## src/hw/rtl/swbd_pkg.sv

```systemverilog
// ----------------------------------------------------------------------------
// swbd_pkg
// Shared types and constants for the bit-aligned sync word deframer.
// ----------------------------------------------------------------------------
`default_nettype none

package swbd_pkg;

  localparam int unsigned CfgAddrWidth = 2;
  localparam int unsigned CfgDataWidth = 16;

  localparam logic [CfgAddrWidth-1:0] RegSyncPattern  = 2'd0;
  localparam logic [CfgAddrWidth-1:0] RegSyncTwoBytes = 2'd1;
  localparam logic [CfgAddrWidth-1:0] RegDataLength   = 2'd2;
  localparam logic [CfgAddrWidth-1:0] RegCheckMode    = 2'd3;

  localparam logic [7:0]  DataLengthReset = 8'd16;

  localparam logic [31:0] MaskOneByte = 32'h00ff_0000;
  localparam logic [31:0] MaskTwoByte = 32'hffff_0000;

  typedef struct packed {
    logic       found;
    logic [2:0] offset;
    logic [7:0] frame_data;
  } swbd_ext_t;

endpackage : swbd_pkg

`default_nettype wire

```

## src/hw/rtl/swbd_extract.sv

```systemverilog
// ----------------------------------------------------------------------------
// swbd_extract
// Sync word search over all eight bit positions and aligned byte extraction.
// ----------------------------------------------------------------------------
`default_nettype none

module swbd_extract import swbd_pkg::*; (
  input  wire logic [15:0] window_i,
  input  wire logic [7:0]  raw_byte_i,
  input  wire logic [2:0]  offset_i,
  input  wire logic [15:0] sync_pattern_i,
  input  wire logic        sync_is_two_bytes_i,
  output swbd_ext_t        ext_o
);

  logic [23:0] stream;
  logic [31:0] word;
  logic [31:0] mask;
  logic [31:0] pattern;

  assign stream  = {window_i, raw_byte_i};
  assign word    = {stream, 8'h00};
  assign mask    = sync_is_two_bytes_i ? MaskTwoByte : MaskOneByte;
  assign pattern = sync_is_two_bytes_i ? {sync_pattern_i, 16'h0000}
                                       : {8'h00, sync_pattern_i[7:0], 16'h0000};

  // The earliest bit position wins, which is the highest remaining offset.
  always_comb begin
    ext_o.found      = 1'b0;
    ext_o.offset     = 3'd0;
    ext_o.frame_data = stream[offset_i +: 8];
    for (int k = 0; k < 8; k++) begin
      if (((word << (8 - k)) & mask) == pattern) begin
        ext_o.found  = 1'b1;
        ext_o.offset = 3'(k);
      end
    end
  end

endmodule : swbd_extract

`default_nettype wire

```

## src/hw/rtl/sync_word_bit_deframer_core.sv

```systemverilog
// ----------------------------------------------------------------------------
// sync_word_bit_deframer_core
// Finds a sync word at any bit offset and streams the bit-aligned frame.
// ----------------------------------------------------------------------------
// Raw bytes enter on the input channel (in_valid_i / in_stall_o), earliest
// bit in bit 7. While hunting, each item is searched for the 8- or 16-bit
// sync word at all eight bit positions and yields no result. Once found,
// every later item yields one aligned frame byte on the output channel
// (out_valid_o / out_stall_i) with first and last marks; check_ok_o is
// meaningful with last.
// One item is accepted every cycle unless stalled. A result is registered
// in the cycle after its item is accepted. The single output register sets
// the rate: a result held by a stalling receiver stalls the input.
// Reset clears the search window, returns the block to hunting and loads the
// register defaults (data length 16, one-byte sync word 0, no check byte).
// Configuration is written through cfg_we_i / cfg_addr_i / cfg_wdata_i and
// takes effect at once; it should only be changed while the block is idle.
// ----------------------------------------------------------------------------
`default_nettype none

module sync_word_bit_deframer_core import swbd_pkg::*; (
  input  wire logic                    clk_i,
  input  wire logic                    rst_ni,
  input  wire logic                    cfg_we_i,
  input  wire logic [CfgAddrWidth-1:0] cfg_addr_i,
  input  wire logic [CfgDataWidth-1:0] cfg_wdata_i,
  input  wire logic                    in_valid_i,
  output logic                         in_stall_o,
  input  wire logic [7:0]              raw_byte_i,
  output logic                         out_valid_o,
  input  wire logic                    out_stall_i,
  output logic [7:0]                   frame_byte_o,
  output logic                         first_o,
  output logic                         last_o,
  output logic                         check_ok_o
);

  logic [15:0] sync_pattern_q;
  logic        sync_is_two_bytes_q;
  logic [7:0]  data_length_q;
  logic        check_mode_q;

  logic [15:0] window_q, window_d;
  logic        collecting_q, collecting_d;
  logic [2:0]  offset_q, offset_d;
  logic [8:0]  taken_q, taken_d;
  logic [7:0]  xor_q, xor_d;

  logic        out_valid_q, out_valid_d;
  logic [7:0]  frame_byte_q;
  logic        first_q, last_q, check_ok_q;

  logic        accept;
  logic        emit;
  logic [8:0]  taken_next;
  logic [8:0]  total;
  logic [7:0]  xor_next;
  logic        frame_end;
  swbd_ext_t   ext;

  swbd_extract u_extract (
    .window_i            (window_q),
    .raw_byte_i          (raw_byte_i),
    .offset_i            (offset_q),
    .sync_pattern_i      (sync_pattern_q),
    .sync_is_two_bytes_i (sync_is_two_bytes_q),
    .ext_o               (ext)
  );

  assign in_stall_o = out_valid_q & out_stall_i;
  assign accept     = in_valid_i & ~in_stall_o;
  assign emit       = accept & collecting_q;

  assign taken_next = taken_q + 9'd1;
  assign total      = {1'b0, data_length_q} + {8'd0, check_mode_q};
  assign xor_next   = xor_q ^ ext.frame_data;
  assign frame_end  = taken_next >= total;

  always_comb begin
    window_d     = window_q;
    collecting_d = collecting_q;
    offset_d     = offset_q;
    taken_d      = taken_q;
    xor_d        = xor_q;
    if (accept) begin
      window_d = {window_q[7:0], raw_byte_i};
      if (!collecting_q) begin
        if (ext.found) begin
          collecting_d = 1'b1;
          offset_d     = ext.offset;
          taken_d      = 9'd0;
          xor_d        = 8'd0;
        end
      end else begin
        xor_d = xor_next;
        if (frame_end) begin
          collecting_d = 1'b0;
          offset_d     = 3'd0;
          taken_d      = 9'd0;
        end else begin
          taken_d = taken_next;
        end
      end
    end
  end

  always_comb begin
    out_valid_d = out_valid_q;
    if (emit) begin
      out_valid_d = 1'b1;
    end else if (!out_stall_i) begin
      out_valid_d = 1'b0;
    end
  end

  always_ff @(posedge clk_i or negedge rst_ni) begin
    if (!rst_ni) begin
      sync_pattern_q      <= 16'd0;
      sync_is_two_bytes_q <= 1'b0;
      data_length_q       <= DataLengthReset;
      check_mode_q        <= 1'b0;
    end else if (cfg_we_i) begin
      unique case (cfg_addr_i)
        RegSyncPattern:  sync_pattern_q      <= cfg_wdata_i;
        RegSyncTwoBytes: sync_is_two_bytes_q <= cfg_wdata_i[0];
        RegDataLength:   data_length_q       <= cfg_wdata_i[7:0];
        RegCheckMode:    check_mode_q        <= cfg_wdata_i[0];
      endcase
    end
  end

  always_ff @(posedge clk_i or negedge rst_ni) begin
    if (!rst_ni) begin
      window_q     <= 16'd0;
      collecting_q <= 1'b0;
      offset_q     <= 3'd0;
      taken_q      <= 9'd0;
      xor_q        <= 8'd0;
      out_valid_q  <= 1'b0;
    end else begin
      window_q     <= window_d;
      collecting_q <= collecting_d;
      offset_q     <= offset_d;
      taken_q      <= taken_d;
      xor_q        <= xor_d;
      out_valid_q  <= out_valid_d;
    end
  end

  always_ff @(posedge clk_i) begin
    if (emit) begin
      frame_byte_q <= ext.frame_data;
      first_q      <= (taken_q == 9'd0);
      last_q       <= frame_end;
      check_ok_q   <= frame_end & (~check_mode_q | (xor_next == 8'd0));
    end
  end

  assign out_valid_o  = out_valid_q;
  assign frame_byte_o = frame_byte_q;
  assign first_o      = first_q;
  assign last_o       = last_q;
  assign check_ok_o   = check_ok_q;

endmodule : sync_word_bit_deframer_core

`default_nettype wire

```

## config.mk

```make
export PLATFORM = sky130hd
export DESIGN_NAME = sync_word_bit_deframer_core
export DESIGN_NICKNAME = d
export VERILOG_FILES = /design/src/hw/rtl/swbd_pkg.sv /design/src/hw/rtl/swbd_extract.sv /design/src/hw/rtl/sync_word_bit_deframer_core.sv
export SDC_FILE = /design/constraint.sdc
export NUM_CORES = 1
export LEC_CHECK = 0
export BUFFER_PORTS_ARGS = -buffer_cell sky130_fd_sc_hd__buf_2
export CORE_MARGIN = 1.5
export CORE_UTILIZATION = 55
export DETAILED_ROUTE_END_ITERATION = 10
export GPL_TIMING_DRIVEN = 0
export PLACE_DENSITY = 0.85
export SETUP_SLACK_MARGIN = 0.3
export SLEW_MARGIN = 10
export SYNTH_ARGS = -nofsm -noshare
export SYNTH_HDL_FRONTEND = slang
export SYNTH_SLANG_ARGS = --single-unit
```

## constraint.sdc

```tcl
create_clock -name clk_i -period 5.4 [get_ports clk_i]
set_input_delay 0.54 -clock clk_i [delete_from_list [all_inputs] [get_ports clk_i]]
set_output_delay 0.54 -clock clk_i [all_outputs]
set_load 0.02 [all_outputs]
```

* Word-level counts from Yosys, hierarchy flattened
Cells that the tools add are included.
Storage, ports and cells: RAM bits 0, bits in latches 0, memories kept 0, register bits after elaboration 75, logic and storage cells 80, input bits 31, ROM bits 0
Cells by class: add/subtract/negate cells 2, reductions and logical operators 10, bitwise gates (word level) 16, divide/modulo/power cells 0, equality and inequality tests 13, $mul 0, mux-type cells 23, order comparisons 1, shift-type cells 1
Operator list (number):
- 32-bit AND | 8
- 32-bit == test | 8
- 32-bit 2-to-1 mux | 2
- 4-bit 2-to-1 mux | 8
- 9-bit 2-to-1 mux | 3
- 24-bit by 4-bit variable part select with 8-bit output | 1
- 8-bit 2-to-1 mux | 2
- 2-bit AND reduction | 5
- 8-bit by 1-bit adder with 9-bit output | 1
- 9-bit by 1-bit adder with 9-bit output, second input constant | 1
- 9-bit >= comparator | 1
- 9-bit logical NOT | 1
- 3-bit 2-to-1 mux | 3
- 8-bit logical NOT | 1
- 8-bit bitwise XOR | 1
- 1-bit 2-to-1 mux | 5
- 1-bit AND | 4
- 2-bit == test, second input constant | 2
- 2-bit by 1-bit inequality test with 1-bit output, second input constant | 2
- 3-bit AND reduction | 1
- 2-bit by 1-bit == test with 1-bit output, second input constant | 1
- 2-bit logical NOT | 1
- 1-bit NOT | 2
- 2-bit nonzero test | 1
- 1-bit OR | 1

* Depth between registers and ports, before layout
word-level depth 13, depth in mapped cells 13, gate-level depth less buffers 13

* By module
Synthesis repeated with hierarchy kept, for this count alone.
Second synthesis, totals: cell total of the unflattened synthesis 583, area total of the unflattened synthesis 5813.1 um^2
Modules (own cells, without submodules):
- sync_word_bit_deframer_core | times used 1, seq. area each 1933.1 um^2, cells each 282, area an instance 3505.9 um^2
- swbd_extract | times used 1, seq. area each 0.0 um^2, cells each 301, area an instance 2307.2 um^2

* Worst setup path before layout
OpenSTA, ideal clock, no wires.
path kind reg2reg, start reg taken_q[0], end reg taken_q[5], clock period less this slack 2.993 ns, arrival time 2.911 ns, library setup time 0.082 ns, slack 2.407 ns, required time 5.318 ns, stages on the path, launching flop included 13, cell sequence dfrtp_1 > ha_1 > and3_1 > and3_1 > xor2_1 > ha_1 > and3_1 > a221o_1 > a31oi_1 > o21ai_2 > nor2_1 > o21ai_0 > a31oi_1
Between the ends: word-level cells in the longest chain between the ends 4
RTL lines:
- start, declared | RTL line sync_word_bit_deframer_core.sv:46 | logic [8:0] taken_q, taken_d;
- start signal, assigned | RTL line sync_word_bit_deframer_core.sv:144 | taken_q <= taken_d;
- 9-bit by 1-bit adder with 9-bit output | RTL line sync_word_bit_deframer_core.sv:74 | assign taken_next = taken_q + 9'd1;
- 9-bit >= comparator | RTL line sync_word_bit_deframer_core.sv:77 | assign frame_end = taken_next >= total;
- net frame_end | RTL line sync_word_bit_deframer_core.sv:58 | logic frame_end;
- 9-bit 2-to-1 mux | RTL line sync_word_bit_deframer_core.sv:96 | if (frame_end) begin
- 9-bit 2-to-1 mux | RTL line sync_word_bit_deframer_core.sv:87 | if (!collecting_q) begin
The timed path passes the listed nets, and every way through them passes these cells. A chain may end at the register's enable or synchronous reset.

* Worst setup path in the final report
Ends and elaborated chain as after synthesis.

==> results.sh <==
export IMPL_status="finished clean"
export IMPL_netlist_instances=564
export IMPL_path_clk_slew_ns=0.08
export IMPL_cp_required_ns=5.69
export IMPL_cts_buffers=9
export IMPL_final_cell_mix="xor2_1, nand2_1, dfrtp_1"
export IMPL_drt_initial_drc_count=264
export IMPL_ir_worst_vdd_uv=291
export IMPL_start_util=0.566
export IMPL_slew_headroom=0.392
export IMPL_clockRootBuffer="clkbuf_8"
export IMPL_hold_viol_final=0
export IMPL_critPathTopFamily="simple AND/OR/NAND/NOR gates"
export IMPL_grt_pass1_wl_mm=21.5
export IMPL_synth_flop_cell="dfrtp_1"
export IMPL_crit_type="register to register"
export IMPL_portBuffers=38
export IMPL_die_h_um=103
export IMPL_gr_usage_all_layers=0.269
export IMPL_ys_seq_area_frac=0.346
export IMPL_worst_pin_slew_ns=0.912
export IMPL_detail_route_antenna_nets=0
export IMPL_slowest_delay_ns=0.55
export IMPL_drc=0
export IMPL_cap_viol_max_count=0
export IMPL_min_period_ns=3.57
export IMPL_drt_pre_antenna_iters=5
export IMPL_cp_buffers_inverters=0
export IMPL_max_freq_mhz=280
export IMPL_synth_cell_type_count=52
export IMPL_endpoint_kind="register"
export IMPL_coreArea_sq_um=9730
export IMPL_hpwl_mm=9.31
export IMPL_syn2layout_area_growth_pct=9.92
export IMPL_vias=4365
export IMPL_crit_slowest_cell="nor2_1"
export IMPL_period_share=0.661
export IMPL_yosys_register_bits=74
export IMPL_setup_tns_ns=0
export IMPL_antennaDiodeCount=0
export IMPL_crit_top_cell="and3_1"
export IMPL_drt_wl_total_mm=13.2
export IMPL_cts_setup_buffers=0
export IMPL_setup_worst_path_start_class="register"
export IMPL_die_w_um=103
export IMPL_fin_skew_ns=0.0108
export IMPL_syn_cell_area_sq_um=5510
export IMPL_num_rows=36
export IMPL_cts_max_level=3
export IMPL_syn_num_nets=608
export IMPL_worstPathArrival_ns=3.86
export IMPL_synth_avg_cell_area_sq_um=9.77
export IMPL_clock_latency_ns=0.37
export IMPL_antenna_found_initial=0
export IMPL_die_area_sq_um=10600
export IMPL_clockBufferDepth=2
export IMPL_cts_sinks=74
export IMPL_ys_warn_count=0
export IMPL_wl_per_cell_um=17.5
export IMPL_place_gp_congestion=0.978
export IMPL_grt_overflow_total=0
export IMPL_final_area_sq_um=6060
export IMPL_nets=657
export IMPL_drv_slew=0
export IMPL_final_common_cell="xor2_1"
export IMPL_final_core_util=0.623
export IMPL_via_per_inst=5.81
export IMPL_synth_edff_count=11
export IMPL_place_ws_ns=1.94
export IMPL_cts_tree="yes"
export IMPL_grt_pass1_vias=4336
export IMPL_min_path_type="input port to async pin"
export IMPL_dpl_cell_area_sq_um=5870
export IMPL_synthArstFlopShare=0.851
export IMPL_worstPathMaxFanout=10
export IMPL_layout_setup_ws_ns=1.83
export IMPL_grt_max_degree=64
export IMPL_grt_setup_unrepaired="no"
export IMPL_p_leak_uw=0.00261
export IMPL_postCtsHoldBufs=0
export IMPL_ctsResizeCount=0
export IMPL_setup_violations=0
export IMPL_layout_drive_gt1_share=0.209
export IMPL_path_cells="ha_1 > and3_1 > and3_1 > xor2_1 > ha_1 > and3_1 > a221o_1 > a31oi_1 > o21ai_2 > nor2_1 > o21ai_0 > a31oi_1"
export IMPL_p_per_area_nw_per_um2=399
export IMPL_ioPinCount=44
## metal layers
| layer | GRT usage | vias to the layer above | wire length (um) | share of wire |
|---|---|---|---|---|
| met5 | 0 | - | 0 | 0 |
| met4 | 0.111 | 0 | 340 | 0.026 |
| met3 | 0.0678 | 37 | 914 | 0.069 |
| met2 | 0.441 | 189 | 6580 | 0.50 |
| met1 | 0.339 | 2111 | 5340 | 0.41 |
| li1 | - | 2028 | - | - |
## metrics by stage
step | cells | total power (uW) | hold WS (ns)
2_1_floorplan | 564 | 1710 | 0.244
3_3_place_gp | 735 | 1910 | 0.483
3_5_place_dp | 735 | 1980 | 0.494
5_1_grt | 751 | 2570 | 0.317
4_1_cts | 751 | 2410 | 0.292
6_report | 751 | 2420 | 0.258
## synth_stat cells (all sizes together), types with 2 or more instances
master	n	area share
and2	3	0.0034
a21oi	17	0.015
o21ai	20	0.020
xor2	89	0.14
a32o	4	0.0073
dfrtp	62	0.28
nor3	2	0.0027
a21o	5	0.0068
nand4	15	0.017
inv	23	0.016
or3	3	0.0034
xnor2	56	0.090
mux4	8	0.033
nand2b	2	0.0023
buf	37	0.047
or4	2	0.0034
and3	4	0.0045
clkbuf	9	0.0061
mux2i	12	0.022
o22ai	2	0.0034
nor2	8	0.0054
mux2	26	0.053
a31oi	15	0.017
nor4	15	0.017
nand3b	2	0.0027
ha	13	0.030
edfxtp	11	0.060
nand2	72	0.049
nand3	11	0.010
o2111ai	2	0.0032
o21a	2	0.0027
## logic make-up after synthesis
family / synth area share
buffers and inverters: 0.0699
muxes: 0.108
and+or+nand+nor: 0.125
AOI/OAI and AO/OA: 0.0897
xor gates and xnor gates: 0.232
adders and majority gates: 0.0295
DFF: 0.346
## power breakdown
part	total (uW)	switching (uW)	internal, uW
combinational	1160	657	501
clock	426	211	215
sequential	832	114	718
## area by class of cell
class / instances / area (sq um)
buffer: 46 / 295
tap: 133 / 166
inverter: 24 / 90.1
timing repair buffer: 38 / 193
fill: 823 / 3670
clock buffer: 12 / 135
multi-input combinational: 420 / 3220
clock inverter: 4 / 52.6
sequential: 74 / 1910
## sequential cells by signal (all words and copies together) (netlist names), 3 cells and up
name            flops
sync_pattern_q     16
window_q           15
taken_q             9
data_length_q       8
frame_byte_o        8
xor_q               8
offset_q            3
## path summary, 6_finish.rpt
path / from / end / slack, ns / cells past startpoint
setup / recovery: taken_q[0]$_DFFE_PN0P_ / taken_q[5]$_DFFE_PN0P_ / 1.83 / 12
hold / removal: rst_ni / sync_pattern_q[1]$_DFFE_PN0P_ / 0.26 / 1
setup reg to reg: taken_q[0]$_DFFE_PN0P_ / taken_q[5]$_DFFE_PN0P_ / 1.83 / 12
hold reg to reg: xor_q[7]$_DFFE_PN0P_ / xor_q[7]$_DFFE_PN0P_ / 0.51 / 1
max in group asynchronous: rst_ni / sync_pattern_q[9]$_DFFE_PN0P_ / 4.60 / 1
min in group clk_i: cfg_wdata_i[12] / sync_pattern_q[12]$_DFFE_PN0P_ / 0.40 / 2
(Power assumes the default switching activity.)
